===== src/brm_pkg.sv =====
// ----------------------------------------------------------------------------
// brm_pkg
// Shared constants and types for the radix-2 Booth multiplier core.
// ----------------------------------------------------------------------------
`default_nettype none

package brm_pkg;

    // operand register width in cells; legal range 2..32
    localparam int WIDTH   = 16;
    localparam int CNT_W   = $clog2(WIDTH + 1);
    localparam int PROD_W  = 2 * WIDTH;

    // fixed field widths of the stream payload
    localparam int OPND_W  = 16;
    localparam int WIU_W   = 5;
    localparam int MAG_W   = 31;
    localparam int S_DATA_W = 40;
    localparam int M_DATA_W = 32;

    // per-cycle control broadcast to every cell of the row
    typedef struct packed {
        logic load;     // take fresh operands, clear accumulator
        logic step;     // one Booth add/sub + shift
        logic do_op;    // add or subtract the multiplicand this step
        logic sub_op;   // 1 = subtract
    } cell_ctrl_t;

    typedef enum logic [2:0] {
        ST_IDLE = 3'b001,
        ST_RUN  = 3'b010,
        ST_DONE = 3'b100
    } state_t;

endpackage

`default_nettype wire


===== src/brm_cell.sv =====
// ----------------------------------------------------------------------------
// brm_cell
// One bit slice: accumulator, multiplier and multiplicand bits, a full adder
// and the shift mux that takes the neighbor's bits on each step.
// ----------------------------------------------------------------------------
`default_nettype none

module brm_cell (
    input  wire                  aclk,
    input  wire brm_pkg::cell_ctrl_t ctrl,
    input  wire                  m_in,
    input  wire                  q_in,
    input  wire                  active,     // cell lies below the width in use
    input  wire                  top,        // cell is the sign bit of the width
    input  wire                  carry_in,
    input  wire                  right_sum,  // neighbor's new accumulator bit
    input  wire                  right_q,    // neighbor's multiplier bit
    input  wire                  lsb_sum,    // new accumulator bit of cell 0
    output logic                 carry_out,
    output logic                 sum,
    output logic                 a_bit,
    output logic                 q_bit
);
    import brm_pkg::*;

    logic a_reg, a_next;
    logic q_reg, q_next;
    logic m_reg, m_next;
    logic b;

    always_comb begin
        b         = (m_reg ^ ctrl.sub_op) & ctrl.do_op;
        sum       = a_reg ^ b ^ carry_in;
        carry_out = (a_reg & b) | (carry_in & (a_reg ^ b));
    end

    always_comb begin
        a_next = a_reg;
        q_next = q_reg;
        m_next = m_reg;
        if (ctrl.load) begin
            a_next = 1'b0;
            q_next = q_in;
            m_next = m_in;
        end else if (ctrl.step) begin
            if (!active) begin
                a_next = 1'b0;
                q_next = 1'b0;
            end else if (top) begin
                // arithmetic shift: sign stays, accumulator lsb enters multiplier
                a_next = sum;
                q_next = lsb_sum;
            end else begin
                a_next = right_sum;
                q_next = right_q;
            end
        end
    end

    always_ff @(posedge aclk) begin
        a_reg <= a_next;
        q_reg <= q_next;
        m_reg <= m_next;
    end

    assign a_bit = a_reg;
    assign q_bit = q_reg;

endmodule

`default_nettype wire


===== src/brm_cell_row.sv =====
// ----------------------------------------------------------------------------
// brm_cell_row
// Row of WIDTH Booth cells with the ripple carry running up and the shift
// running down the chain.
// ----------------------------------------------------------------------------
`default_nettype none

module brm_cell_row (
    input  wire                          aclk,
    input  wire brm_pkg::cell_ctrl_t     ctrl,
    input  wire [brm_pkg::WIDTH-1:0]     m_load,
    input  wire [brm_pkg::WIDTH-1:0]     q_load,
    input  wire [brm_pkg::WIDTH-1:0]     active,
    input  wire [brm_pkg::WIDTH-1:0]     top,
    output logic [brm_pkg::WIDTH-1:0]    a_vec,
    output logic [brm_pkg::WIDTH-1:0]    q_vec
);
    import brm_pkg::*;

    logic [WIDTH:0]   carry;
    logic [WIDTH-1:0] sum_vec;
    logic [WIDTH-1:0] right_sum;
    logic [WIDTH-1:0] right_q;

    assign carry[0] = ctrl.do_op & ctrl.sub_op;

    always_comb begin
        right_sum = {1'b0, sum_vec[WIDTH-1:1]};
        right_q   = {1'b0, q_vec[WIDTH-1:1]};
    end

    for (genvar i = 0; i < WIDTH; i++) begin : g_cell
        brm_cell u_cell (
            .aclk      (aclk),
            .ctrl      (ctrl),
            .m_in      (m_load[i]),
            .q_in      (q_load[i]),
            .active    (active[i]),
            .top       (top[i]),
            .carry_in  (carry[i]),
            .right_sum (right_sum[i]),
            .right_q   (right_q[i]),
            .lsb_sum   (sum_vec[0]),
            .carry_out (carry[i+1]),
            .sum       (sum_vec[i]),
            .a_bit     (a_vec[i]),
            .q_bit     (q_vec[i])
        );
    end

endmodule

`default_nettype wire


===== src/booth_radix2_multiplier_core.sv =====
// A request is taken only in idle, so a new one waits until the previous product is done.
// The Booth cell row retires one multiplier bit per cycle of the run, and a single
// sign/magnitude stage follows, which waits while the output register holds an untaken result.
// A new request is taken while the previous result waits in the output register.
// Reset (aresetn low, synchronous) returns the sequencer to idle and drops m_tvalid.
// ----------------------------------------------------------------------------
// booth_radix2_multiplier_core
// Radix-2 Booth signed multiplier on stream channels, built as a row of
// bit-slice cells stepped by a small sequencer.
// ----------------------------------------------------------------------------
`default_nettype none

module booth_radix2_multiplier_core (
    input  wire                               aclk,
    input  wire                               aresetn,
    input  wire                               s_tvalid,
    output logic                              s_tready,
    // [15:0] multiplicand, [31:16] multiplier, [36:32] width_in_use, [39:37] zero
    input  wire [brm_pkg::S_DATA_W-1:0]       s_tdata,
    output logic                              m_tvalid,
    input  wire                               m_tready,
    // [30:0] product_magnitude, [31] product_negative
    output logic [brm_pkg::M_DATA_W-1:0]      m_tdata
);
    import brm_pkg::*;

    state_t             state_reg, state_next;
    logic [CNT_W-1:0]   cnt_reg, cnt_next;
    logic [CNT_W-1:0]   n_reg, n_next;
    logic               qe_reg, qe_next;
    logic               m_tvalid_reg, m_tvalid_next;
    logic [M_DATA_W-1:0] m_tdata_reg, m_tdata_next;

    logic               s_accept;
    logic [WIU_W-1:0]   wiu;
    logic [CNT_W-1:0]   n_in;
    logic [WIDTH-1:0]   mask_in;
    logic [WIDTH-1:0]   active;
    logic [WIDTH-1:0]   top;
    logic [WIDTH-1:0]   a_vec, q_vec;
    logic [WIDTH-1:0]   m_load, q_load;
    cell_ctrl_t         ctrl;
    logic               out_free;
    logic               neg;
    logic [WIDTH-1:0]   a_sx;
    logic [PROD_W-1:0]  prod;
    logic [PROD_W-1:0]  mag;
    logic [PROD_W+MAG_W-1:0] mag_wide;

    assign s_tready = (state_reg == ST_IDLE);
    assign s_accept = s_tvalid & s_tready;
    assign out_free = !m_tvalid_reg || m_tready;

    // width clamp: zero reads as one, above WIDTH saturates
    always_comb begin
        wiu = s_tdata[2*OPND_W +: WIU_W];
        if (wiu == '0)
            n_in = CNT_W'(1);
        else if (32'(wiu) > WIDTH)
            n_in = CNT_W'(WIDTH);
        else
            n_in = CNT_W'(wiu);
    end

    always_comb begin
        for (int i = 0; i < WIDTH; i++) begin
            mask_in[i] = (i < 32'(n_in));
            active[i]  = (i < 32'(n_reg));
            top[i]     = (i == 32'(n_reg) - 1);
        end
        m_load = WIDTH'(s_tdata[OPND_W-1:0]) & mask_in;
        q_load = WIDTH'(s_tdata[2*OPND_W-1:OPND_W]) & mask_in;
    end

    // Booth pair {q0, extra}: 10 subtract, 01 add
    always_comb begin
        ctrl.load   = s_accept;
        ctrl.step   = (state_reg == ST_RUN);
        ctrl.do_op  = (state_reg == ST_RUN) && (q_vec[0] != qe_reg);
        ctrl.sub_op = q_vec[0];
    end

    brm_cell_row u_row (
        .aclk   (aclk),
        .ctrl   (ctrl),
        .m_load (m_load),
        .q_load (q_load),
        .active (active),
        .top    (top),
        .a_vec  (a_vec),
        .q_vec  (q_vec)
    );

    // sign/magnitude of the 2n-bit product {a, q}
    always_comb begin
        neg      = |(a_vec & top);
        a_sx     = a_vec | (neg ? ~active : '0);
        prod     = ({{WIDTH{neg}}, a_sx} << n_reg) | PROD_W'(q_vec);
        mag      = neg ? (PROD_W'(0) - prod) : prod;
        mag_wide = (PROD_W+MAG_W)'(mag);
    end

    always_comb begin
        state_next    = state_reg;
        cnt_next      = cnt_reg;
        n_next        = n_reg;
        qe_next       = qe_reg;
        m_tvalid_next = m_tvalid_reg;
        m_tdata_next  = m_tdata_reg;
        if (m_tvalid_reg && m_tready)
            m_tvalid_next = 1'b0;
        case (state_reg)
            ST_IDLE: begin
                if (s_accept) begin
                    n_next     = n_in;
                    cnt_next   = '0;
                    qe_next    = 1'b0;
                    state_next = ST_RUN;
                end
            end
            ST_RUN: begin
                qe_next  = q_vec[0];
                cnt_next = cnt_reg + CNT_W'(1);
                if (cnt_next == n_reg)
                    state_next = ST_DONE;
            end
            ST_DONE: begin
                if (out_free) begin
                    m_tvalid_next = 1'b1;
                    m_tdata_next  = {neg, mag_wide[MAG_W-1:0]};
                    state_next    = ST_IDLE;
                end
            end
            default: begin
                state_next = ST_IDLE;
            end
        endcase
    end

    always_ff @(posedge aclk) begin
        if (!aresetn) begin
            state_reg    <= ST_IDLE;
            cnt_reg      <= '0;
            n_reg        <= CNT_W'(1);
            qe_reg       <= 1'b0;
            m_tvalid_reg <= 1'b0;
        end else begin
            state_reg    <= state_next;
            cnt_reg      <= cnt_next;
            n_reg        <= n_next;
            qe_reg       <= qe_next;
            m_tvalid_reg <= m_tvalid_next;
        end
    end

    always_ff @(posedge aclk) begin
        m_tdata_reg <= m_tdata_next;
    end

    assign m_tvalid = m_tvalid_reg;
    assign m_tdata  = m_tdata_reg;

    a_cnt_in_range: assert property (@(posedge aclk) disable iff (!aresetn)
        state_reg == ST_RUN |-> cnt_reg < n_reg)
        else $error("step count ran past the width in use");

    a_width_legal: assert property (@(posedge aclk) disable iff (!aresetn)
        state_reg != ST_IDLE |-> (n_reg != '0) && (32'(n_reg) <= WIDTH))
        else $error("width in use outside 1..WIDTH");

    a_start_run: assert property (@(posedge aclk) disable iff (!aresetn)
        s_accept |=> state_reg == ST_RUN && cnt_reg == '0 && !qe_reg)
        else $error("request did not start a fresh run");

    a_hold_done: assert property (@(posedge aclk) disable iff (!aresetn)
        state_reg == ST_DONE && m_tvalid_reg && !m_tready |=> state_reg == ST_DONE)
        else $error("result written over a stalled output");

    a_upper_cells_clear: assert property (@(posedge aclk) disable iff (!aresetn)
        state_reg == ST_DONE |-> ((a_vec | q_vec) & ~active) == '0)
        else $error("cells above the width in use are not clear");

endmodule

`default_nettype wire


===== config.mk =====
export PLATFORM = sky130hd
export DESIGN_NAME = booth_radix2_multiplier_core
export DESIGN_NICKNAME = d
export VERILOG_FILES = /design/src/brm_pkg.sv /design/src/brm_cell.sv /design/src/brm_cell_row.sv /design/src/booth_radix2_multiplier_core.sv
export SDC_FILE = /design/constraint.sdc
export NUM_CORES = 1
export LEC_CHECK = 0
export BUFFER_PORTS_ARGS = -buffer_cell sky130_fd_sc_hd__clkbuf_2
export CORE_MARGIN = 4
export CORE_UTILIZATION = 30
export DETAILED_ROUTE_END_ITERATION = 10
export PLACE_DENSITY = 0.56
export SLEW_MARGIN = 20
export SYNTH_ARGS = -nofsm -noshare
export SYNTH_HDL_FRONTEND = slang
export SYNTH_HIERARCHICAL = 1
export SYNTH_SLANG_ARGS = --single-unit

===== constraint.sdc =====
create_clock -name aclk -period 9.36 [get_ports aclk]
set_clock_uncertainty 0.05 [all_clocks]
set_input_delay 0.936 -clock aclk [delete_from_list [all_inputs] [get_ports aclk]]
set_output_delay 0.936 -clock aclk [all_outputs]
set_load 0.05 [all_outputs]

[Yosys cells after proc, flatten, opt, wreduce, memory -nomap -nowiden]
Cells that the tools add are included.
Storage, ports and cells
  register bits after elaboration: 95
  input port bits: 44
  logic and storage cells: 355
Cells by class
  add/subtract/negate cells: 3
  magnitude comparators: 33
  equal/unequal tests: 23
  shift operators: 1
  muxes and demuxes: 111
  bitwise logic cells: 117
  reduce and logical (&&, ||, !) cells: 13
Operators with widths (count)
  $eq A4 B32 Y1 const A: 8
  $eq A3 B32 Y1 const A: 4
  $mux W1: 100
  $lt A4 B5 Y1 const A: 16
  $eq A2 B32 Y1 const A: 2
  $and A1 B1 Y1: 48
  $and A16 B16 Y16: 3
  $xor A1 B1 Y1: 48
  $lt A3 B5 Y1 const A: 8
  $eq A1 B32 Y1 const A: 1
  $logic_not A32 Y1: 1
  $shl A32 B5 Y31: 1
  $mux W31: 1
  $or A31 B16 Y31: 1
  $sub A1 B31 Y31 const A: 1
  $lt A1 B5 Y1 const A: 4
  $lt A2 B5 Y1 const A: 4
  $mux W16: 1
  $not A16 Y16: 1
  $or A16 B16 Y16: 1
  $reduce_or A16 Y1: 1
  $mux W5: 3
  $or A1 B1 Y1: 15
  $pmux W5 S2: 1
  20 further kinds: 27

[Longest topological paths before layout]
Gate-level depths: netlist (run 1).
  word-level depth: 37
  gate-level depth with buffers: 54
  mapped depth without buffers: 53

[Hierarchy]
Netlist (run 1), hierarchy kept.
By module, submodules not included
  booth_radix2_multiplier_core: instances 1, cells an instance 719, area each 5449.0 µm², sequential area each 1261.2 µm²
  brm_cell: instances 16, cells an instance 18, area each 187.7 µm², sequential area each 80.1 µm²
  brm_cell_row: instances 1, cells an instance 2, area each 10.0 µm², sequential area each 0.0 µm²

[Worst setup path after synthesis (run 1)]
OpenSTA, ideal clock, no wires.
  path type: register to register
  start: register state_reg[1]
  end: register u_row.g_cell[15].u_cell.a_reg
  setup time: 0.178 ns
  arrival time: 10.023 ns
  path slack: -0.890 ns
  cell stages (with the launch flop): 55
  path buffers: 1
  clock period less this slack: 10.250 ns
  cells stage by stage: dfxtp_1 or3b_2 clkbuf_1 nor2_1 and2_1 inv_1 fa_1 inv_1 inv_1 fa_1 inv_1 inv_1 fa_1 inv_1 inv_1 fa_1 inv_1 inv_1 [... 19 more ...] inv_1 inv_1 fa_1 inv_1 inv_1 fa_1 inv_1 inv_1 fa_1 inv_1 inv_1 fa_1 inv_1 inv_1 fa_1 inv_1 mux2i_1 o32ai_1
RTL lines
  from (decl): line booth_radix2_multiplier_core.sv:27  | state_t state_reg, state_next;
  from (signal assigned): line booth_radix2_multiplier_core.sv:148  | state_reg <= state_next;
  to (signal assigned): line brm_cell.sv:61  | a_reg <= a_next;
  to (decl): line brm_cell.sv:26  | logic a_reg, a_next;

==> flow_summary.json, run 1 <==
{
  "status": "finished clean",
  "peak_clock_frequency_supported_by_timing_mhz": 114,
  "tightestPinTransition_ps": 1070,
  "chipHeight_um": 176,
  "max-vdd-ir-drop_mv": 0.0740,
  "cts.reportedPaths.clkPinSlew_ps": 70,
  "dr_total_vias": 7848,
  "netlist_area_before_placement_um2": 8460,
  "path_buf_inv": 32,
  "setup.worst_path.end": "u_row/g_cell[15].u_cell/a_bit",
  "initial_core_util": 0.304,
  "vias_in_the_first_global_route": 7223,
  "r2r_worst_path_depth": 53,
  "critical_path.top_delay_family": "adder cells",
  "floorplan.core_area_um2": 27800,
  "ff2ff_setup_slack_ps": 550,
  "crit_path_max_incr_delay_ps": 470,
  "setup.worst_path.class": "flip-flop to flip-flop",
  "worst-path-stages": 53,
  "p_leak_nw": 3.55,
  "worst-path-max-fanout": 3,
  "grt_setup_unrepaired": "no",
  "max_cap_viol_count": 0,
  "post-place-cells": 1420,
  "cp-startpoint": "state_reg[1]",
  "final_cell_count_no_fill": 1437,
  "final_antenna_net_count": 0,
  "dp_hpwl_um": 20500,
  "startpoint_type": "flip-flop",
  "post_route_setup_tns_ps": 0,
  "area_delta_synth_final_pct": 12.9,
  "clock_insertion_delay_worst_skew_ps": 360,
  "worst_setup_path_end_kind": "flip-flop",
  "fp-row-count": 61,
  "grt_pass1_wl_um": 42900,
  "fin_crit_ps": 8810,
  "grt_antenna_before_repair": 0,
  "layout.nets": 1116,
  "r2r_end": "u_row/g_cell[15].u_cell/a_bit",
  "num_antenna_cells": 0,
  "p_per_cell_area_nw_per_um2": 123,
  "cts_buffers": 9,
  "groute.usage.overall": 0.176,
  "globalRouteOverflowTotal": 0,
  "total_wire_length_after_detailed_routing_um": 27600,
  "drt_drc_violations_left": 0,
  "relSlewSlack": 0.284,
  "timing.rr.start": "state_reg[1]",
  "period_share": 0.941,
  "cts_max_path_buffers": 2,
  "share_of_post_route_cells_with_drive_strength_above_1": 0.209,
  "detailedRoute.firstIterationViolations": 876,
  "gpl.final_weighted_congestion": 0.940,
  "finalSetupViolCount": 0,
  "postSynthAreaPerCell_um2": 8.39,
  "port-buffer-count": 74,
  "timing.critical_path.arrival_ps": 8980,
  "cts_root_buf": "sky130_fd_sc_hd__clkbuf_16",
  "timing.final.hold_violations": 0,
  "clk_sinks": 95,
  "cpMostUsedCell": "sky130_fd_sc_hd__inv_1",
  "number_of_cells_produced_by_synthesis": 1008,
  "cp.required_ps": 9530,
  "pin_count_of_the_biggest_net_entering_global_routing": 55,
  "finalCoreUtilization": 0.344,
  "timing.hold.worst.class": "flip-flop to flip-flop",
  "io_pins": 78,
  "cpMaxStageDelayCell": "sky130_fd_sc_hd__fa_1",
  "dieArea_um2": 30900,
  "ys_warn_count": 6,
  "largest_register_ffs": 32,
  "cts_tree": "yes",
  "cts_htree_levels": 3,
  "die_width_um": 176,
  "post_cts_hold_buffer_count": 0,
  "drt-pass1-iter-count": 5,
  "drt-wirelength-per-cell_um": 19.2,
  "route.detailed.vias_per_inst": 5.46,
  "report.final.slew_viol_count": 0
}
-- worst min-delay path, stage by stage, from the launching register on --
cell,delay (ps)
sky130_fd_sc_hd__dfxtp_1,320
sky130_fd_sc_hd__nand3_1,60
sky130_fd_sc_hd__a21boi_0,70
-- where the power goes --
part	internal, mW	total [mW]	leakage [nW]	switching (mW)
Sequential	0.471	0.493	0.856	0.0221
Clock	0.239	0.414	0.160	0.175
Combinational	0.0929	0.270	2.54	0.177
Total	0.803	1.18	3.55	0.373
-- cell usage in the layout (no fill, tap or decap), types with 20 or more instances in the layout --
master,n
sky130_fd_sc_hd__nor2b_1,24
sky130_fd_sc_hd__xor2_1,27
sky130_fd_sc_hd__nor2_1,75
sky130_fd_sc_hd__inv_1,66
sky130_fd_sc_hd__o21ai_0,39
sky130_fd_sc_hd__nand2_1,119
sky130_fd_sc_hd__nand3_1,31
sky130_fd_sc_hd__dfxtp_1,29
sky130_fd_sc_hd__edfxtp_1,64
sky130_fd_sc_hd__mux2i_1,23
sky130_fd_sc_hd__or2_2,20
sky130_fd_sc_hd__a21oi_1,52
sky130_fd_sc_hd__xnor2_1,25
sky130_fd_sc_hd__clkbuf_2,74
-- metrics by stage --
stage               worst slack (ps)  cell area (um^2)  total power, mW  hold WS [ps]
global route                    58.2              9550             1.23           481
finish                           552              9550             1.18           440
CTS                              132              9520             1.18           447
global placement                 238              9190            0.764           429
floorplan                       30.1              8500            0.687           417
detailed placement               159              9190            0.766           436
-- worst min-delay path by stage --
stage / startpoint / to / slack [ps] / cells after the start
after floorplan: cnt_reg[4] / cnt_reg[4] / 420 / 2
after global placement: cnt_reg[4] / cnt_reg[4] / 430 / 2
after detailed placement: cnt_reg[4] / cnt_reg[4] / 440 / 2
after CTS: cnt_reg[4] / cnt_reg[4] / 450 / 2
after global routing: cnt_reg[3] / cnt_reg[3] / 480 / 2
final: cnt_reg[4] / cnt_reg[4] / 440 / 2
-- repair_timing --
action / 4_1_cts / 5_1_grt
gates resized for setup: 0 / 7
setup endpoints to repair: 0 / 2
setup buffers: 0 / 1
-- metal layers --
| layer | vias up | global-route usage | share of wire |
|---|---|---|---|
| met4 | 0 | 0.0471 | 0.022 |
| met1 | 3703 | 0.264 | 0.47 |
| met5 | - | 0 | 0 |
| met3 | 52 | 0.0359 | 0.079 |
| li1 | 3746 | - | - |
| met2 | 347 | 0.257 | 0.43 |
-- final cells by class --
class                           count  area (um^2)
Fill cell                        2973        18200
Tap cell                          378          473
Sequential cell                    95         2540
Multi-Input combinational cell    775         5400
Inverter                           82          309
Timing Repair Buffer               91          498
Clock buffer                       10          229
Clock inverter                      6         97.6
Power figures use the tool's default switching activity.
==> inputs of run 2 (changes only) <==
clock period = 7.47 ns   (was 9.36 ns; I/O delays follow)
==> run 2 against run 1 <==
  * Largest cell class unchanged
  * Largest power group unchanged
  * Cell area grew 0.43%
  * Worst hold slack gained 5.5 ps
  * Sequential power grew 25%
  * Routed wire length grew 5.0%
  * Final cell count grew 0.63%
  * Maximum frequency grew 8.2%
  * Critical path depth is the same
  * First-iteration DRC count shrank 8.1%
  * The run now ends with negative setup slack left
  * Flip-flop and latch count is the same
  * Via count grew 0.66%
  * Die area is the same
  * Highest routed layer unchanged
==> flow_summary.json, run 2 (same netlist as run 1, synthesis figures left out) <==
{
  "status": "complete, but fails checks",
  "total_wire_length_after_detailed_routing_um": 29000,
  "dieArea_um2": 30900,
  "cts_max_path_buffers": 2,
  "relSlewSlack": 0.278,
  "max_cap_viol_count": 0,
  "final_area_um2": 9590,
  "drt-wirelength-per-cell_um": 20.1,
  "grt_pass1_wl_um": 44500,
  "worst-path-max-fanout": 4,
  "postLayoutSetupSlackWorst_ps": -670,
  "cts.reportedPaths.clkPinSlew_ps": 80,
  "gpl.final_weighted_congestion": 0.964,
  "p_leak_nw": 3.56,
  "timing.critical_path.arrival_ps": 8310,
  "setup.worst_path.end": "u_row/g_cell[14].u_cell/a_bit",
  "detailedRoute.firstIterationViolations": 805,
  "cpMostUsedCell": "sky130_fd_sc_hd__inv_2",
  "finalSetupViolCount": 3,
  "cp.required_ps": 7640,
  "grt_setup_unrepaired": "yes",
  "timing.hold.worst.class": "flip-flop to flip-flop",
  "chipHeight_um": 176,
  "cts_tree": "yes",
  "timing.rr.start": "state_reg[0]",
  "cts_root_buf": "sky130_fd_sc_hd__clkbuf_16",
  "ff2ff_setup_slack_ps": -670,
  "port-buffer-count": 74,
  "period_share": 1.09,
  "r2r_end": "u_row/g_cell[14].u_cell/a_bit",
  "cpMaxStageDelayCell": "sky130_fd_sc_hd__fa_1",
  "clk_sinks": 95,
  "grt_antenna_before_repair": 1,
  "floorplan.core_area_um2": 27800,
  "timing.final.hold_violations": 0,
  "cp-startpoint": "state_reg[0]",
  "tightestPinTransition_ps": 1080,
  "layout_common_cells": "sky130_fd_sc_hd__nand2_1 (119), sky130_fd_sc_hd__nor2_1 (75), sky130_fd_sc_hd__clkbuf_2 (74), sky130_fd_sc_hd__edfxtp_1 (64), sky130_fd_sc_hd__a21oi_1 (52)",
  "largest_register_ffs": 32,
  "area_delta_synth_final_pct": 13.4,
  "crit_path_max_incr_delay_ps": 480,
  "route.detailed.vias_per_inst": 5.46,
  "max-vdd-ir-drop_mv": 0.0949,
  "num_antenna_cells": 0,
  "share_of_post_route_cells_with_drive_strength_above_1": 0.243,
  "final_cell_count_no_fill": 1446,
  "drt-pass1-iter-count": 5,
  "drt_drc_violations_left": 0,
  "failing_checks": "negative setup slack",
  "pin_count_of_the_biggest_net_entering_global_routing": 104,
  "clock_insertion_delay_worst_skew_ps": 370,
  "die_width_um": 176,
  "post-place-cells": 1427,
  "post_route_setup_tns_ps": -1620,
  "dp_hpwl_um": 21400,
  "cts_htree_levels": 3,
  "fp-row-count": 61,
  "layout.nets": 1125,
  "placedInstanceArea_um2": 9260,
  "initial_core_util": 0.304,
  "peak_clock_frequency_supported_by_timing_mhz": 123,
  "dr_total_vias": 7900,
  "report.final.slew_viol_count": 0,
  "layout_commonest_cell": "sky130_fd_sc_hd__nand2_1",
  "hold_ws_ps": 445,
  "fin_crit_ps": 8140,
  "r2r_worst_path_depth": 53,
  "final_antenna_net_count": 0,
  "startpoint_type": "flip-flop",
  "cts_buffers": 9,
  "p_per_cell_area_nw_per_um2": 152,
  "report.power.total_mw": 1.45,
  "io_pins": 78,
  "groute.usage.overall": 0.185,
  "globalRouteOverflowTotal": 0,
  "worst_setup_path_end_kind": "flip-flop",
  "vias_in_the_first_global_route": 7381,
  "setup.worst_path.class": "flip-flop to flip-flop"
}
-- run 2: cell types whose count changed in the layout (fill, tap and decap cells not counted), sizes merged --
cell    change
inv         +1
buf         +9
bufinv      -2
clkinv      +1
-- run 2: worst min-delay path by stage --
stage / slack [ps] / endpoint / startpoint / cells past startpoint
floorplan: 420 / cnt_reg[4] / cnt_reg[4] / 2
global placement: 430 / cnt_reg[4] / cnt_reg[4] / 2
detailed placement: 440 / cnt_reg[4] / cnt_reg[4] / 2
CTS: 450 / cnt_reg[4] / cnt_reg[4] / 2
global route: 460 / cnt_reg[4] / cnt_reg[4] / 2
finish: 450 / cnt_reg[4] / cnt_reg[4] / 2
-- run 2: layout make-up --
type                    count  area, um^2
fillers                  2981       18200
multi-input cells         775        5400
flip-flops and latches     95        2550
repair buffers            100         566
clock inverters             6        57.6
clock buffers              10         239
inverters                  82         309
well taps                 378         473
-- run 2: per-layer routing --
layer  vias up  global-route usage  share of wire
li1       3758                   -              -
met1      3777               0.274           0.47
met2       329               0.282           0.44
met3        36              0.0278          0.070
met4         0              0.0455          0.020
met5         -                   0              0
-- run 2: through the flow --
stage | worst slack [ps] | utilization
2_1_floorplan | -961 | -
3_3_place_gp | -840 | 0.333
3_5_place_dp | -909 | 0.333
4_1_cts | -718 | 0.345
5_1_grt | -1000 | 0.345
6_report | -670 | 0.345
-- run 2: report_power, final --
part	leakage (nW)	total, mW	internal, mW	switching [mW]
clock network	0.147	0.493	0.244	0.249
logic	2.56	0.345	0.119	0.227
registers	0.856	0.616	0.590	0.0259
total	3.56	1.45	0.953	0.502
-- run 2: timing repair --
item / 4_1_cts / 5_1_grt
hold buffers: 0 / 0
pin swaps: 3 / 3
setup buffers: 2 / 1
gates resized for setup: 8 / 12
cloned: 0 / 0
setup endpoints to repair: 4 / 4
-- run 2: worst max-delay path, delay by kind of cell, from the launching register on --
family,cells,cell delay (ps)
mux,1,120
compound gates,1,100
buf+inv,32,1410
flops,1,320
fa+ha+maj,16,5320
simple gates,3,690
==> inputs of run 3 (changes only) <==
CORE_ASPECT_RATIO = 1.25   (was not set)
SLEW_MARGIN = not set   (was 20)
==> run 3 against run 2 <==
  * Sequential share of layout area increased by 0.13 points
  * The run still ends with negative setup slack left
  * Power is 1.1% lower
  * Global-route usage up 0.21 points
  * Clock power fell by 3%
==> flow_summary.json, run 3 (same netlist as run 1, synthesis figures left out) <==
{
  "status": "complete, but fails checks",
  "failing_checks": "negative setup slack",
  "cpMaxStageDelayCell": "sky130_fd_sc_hd__fa_1",
  "die_width_um": 158,
  "grt_antenna_before_repair": 0,
  "placedInstanceArea_um2": 9240,
  "drt-wirelength-per-cell_um": 20.4,
  "share_of_post_route_cells_with_drive_strength_above_1": 0.237,
  "relSlewSlack": 0.292,
  "footprint_of_the_multi_input_gates_um2": 5400,
  "p_leak_nw": 3.55,
  "max-vdd-ir-drop_mv": 0.0756,
  "grt_setup_unrepaired": "yes",
  "worst-path-max-fanout": 3,
  "cp.required_ps": 7630,
  "cpMostUsedCell": "sky130_fd_sc_hd__inv_2",
  "power_report.internal_total_mw": 0.960,
  "cp-startpoint": "state_reg[0]",
  "layout_common_cells": "sky130_fd_sc_hd__nand2_1 (119), sky130_fd_sc_hd__nor2_1 (75), sky130_fd_sc_hd__clkbuf_2 (74), sky130_fd_sc_hd__edfxtp_1 (64), sky130_fd_sc_hd__a21oi_1 (52)",
  "period_share": 1.09,
  "floorplan.core_area_um2": 27700,
  "ff_latch_area_um2": 2550,
  "hold_path_startpoint": "cnt_reg[4]",
  "layout_commonest_cell": "sky130_fd_sc_hd__nand2_1",
  "timing.critical_path.arrival_ps": 8330,
  "largest_register_ffs": 32,
  "setup.worst_path.class": "flip-flop to flip-flop",
  "switching_power_mw": 0.479,
  "pwr-share-seq": 0.427,
  "cts.reportedPaths.clkPinSlew_ps": 70,
  "drt_drc_violations_left": 0,
  "dr_total_vias": 7819,
  "cts_tree": "yes",
  "finalSetupViolCount": 3,
  "report.power.total_mw": 1.44,
  "io_pins": 78,
  "layout.nets": 1123,
  "route.detailed.vias_per_inst": 5.52,
  "cts_htree_levels": 3,
  "gpl.final_weighted_congestion": 0.974,
  "startpoint_type": "flip-flop",
  "total_wire_length_after_detailed_routing_um": 28800,
  "cts_buffers": 9,
  "tightestPinTransition_ps": 1060,
  "fillers": 2958,
  "path_buf_inv": 32,
  "drt-pass1-iter-count": 5,
  "chipHeight_um": 196,
  "postLayoutSetupSlackWorst_ps": -695,
  "clock_insertion_delay_worst_skew_ps": 370,
  "final_antenna_net_count": 0,
  "final_area_um2": 9550,
  "detailedRoute.firstIterationViolations": 670,
  "cts_root_buf": "sky130_fd_sc_hd__clkbuf_16",
  "critical_path.top_delay_family": "adder cells",
  "cts_max_path_buffers": 2,
  "hold_ws_ps": 449,
  "max_cap_viol_count": 0,
  "dp_hpwl_um": 21700,
  "report.final.slew_viol_count": 0,
  "dieArea_um2": 31000,
  "initial_core_util": 0.305,
  "timing.rr.start": "state_reg[0]",
  "clk_sinks": 95,
  "groute.usage.overall": 0.187,
  "fp-row-count": 68,
  "fin_crit_ps": 8170,
  "finalCoreUtilization": 0.344,
  "crit_path_max_incr_delay_ps": 470,
  "peak_clock_frequency_supported_by_timing_mhz": 122,
  "vias_in_the_first_global_route": 7838,
  "worst_setup_path_end_kind": "flip-flop",
  "timing.final.hold_violations": 0,
  "pwr-share-clk": 0.334,
  "port-buffer-count": 74,
  "timing.hold.worst.class": "flip-flop to flip-flop",
  "num_antenna_cells": 0,
  "pin_count_of_the_biggest_net_entering_global_routing": 104,
  "globalRouteOverflowTotal": 0,
  "power.share.switching": 0.333,
  "p_per_cell_area_nw_per_um2": 151,
  "grt_pass1_wl_um": 45300,
  "area_delta_synth_final_pct": 12.9,
  "comb_power_share": 0.239
}
==> run 3: power groups by stage <==
stage	registers [mW]	logic (mW)	clock network (mW)
finish	0.614	0.344	0.480
global route	0.616	0.377	0.515
CTS	0.613	0.343	0.491
detailed placement	0.625	0.342	0
global placement	0.625	0.340	0
floorplan	0.616	0.245	0
==> run 3: layout make-up <==
| type | count | share of cell area |
|---|---|---|
| clock inverter | 5 | 0.00393 |
| sequential | 95 | 0.267 |
| timing repair buffer | 98 | 0.0590 |
| inverter | 82 | 0.0324 |
| tap | 350 | 0.0459 |
| clock buffer | 11 | 0.0266 |
| multi-input combinational | 775 | 0.565 |
==> run 3: worst register-to-register path, delay by kind of cell, from the launching register on <==
family / cells / cell delay (ps)
fa+ha+maj: 16 / 5290
buf+inv: 32 / 1430
simple gates: 3 / 720
flops: 1 / 320
mux: 1 / 120
compound gates: 1 / 100
==> run 3: final timing paths <==
kind         slack (ps)                            end  depth (start not counted)
max reg2reg        -700  u_row/g_cell[14].u_cell/a_bit                         53
min reg2reg         450                     cnt_reg[4]                          2
max                -700  u_row/g_cell[14].u_cell/a_bit                         53
min                 450                     cnt_reg[4]                          2
==> run 3: metal layers <==
layer  part of all wire  vias up  track usage
li1                   -     3752            -
met1               0.44     3671        0.244
met2               0.46      316        0.297
met3              0.053       80       0.0245
met4              0.048        0        0.101
met5                  0        -            0
==> run 3: metrics by stage <==
step	std cells	setup slack [ps]	TNS (ps)
2_1_floorplan	1009	-961	-2690
3_3_place_gp	1399	-785	-1960
3_5_place_dp	1399	-861	-2260
4_1_cts	1416	-765	-1890
5_1_grt	1416	-1060	-2930
6_report	1416	-695	-1670
==> run 3: timing repair <==
action,4_1_cts,5_1_grt
pin swaps,1,4
setup buffers,1,0
endpoints found under the setup margin,4,4
hold buffers,0,0
resized for setup,1,16
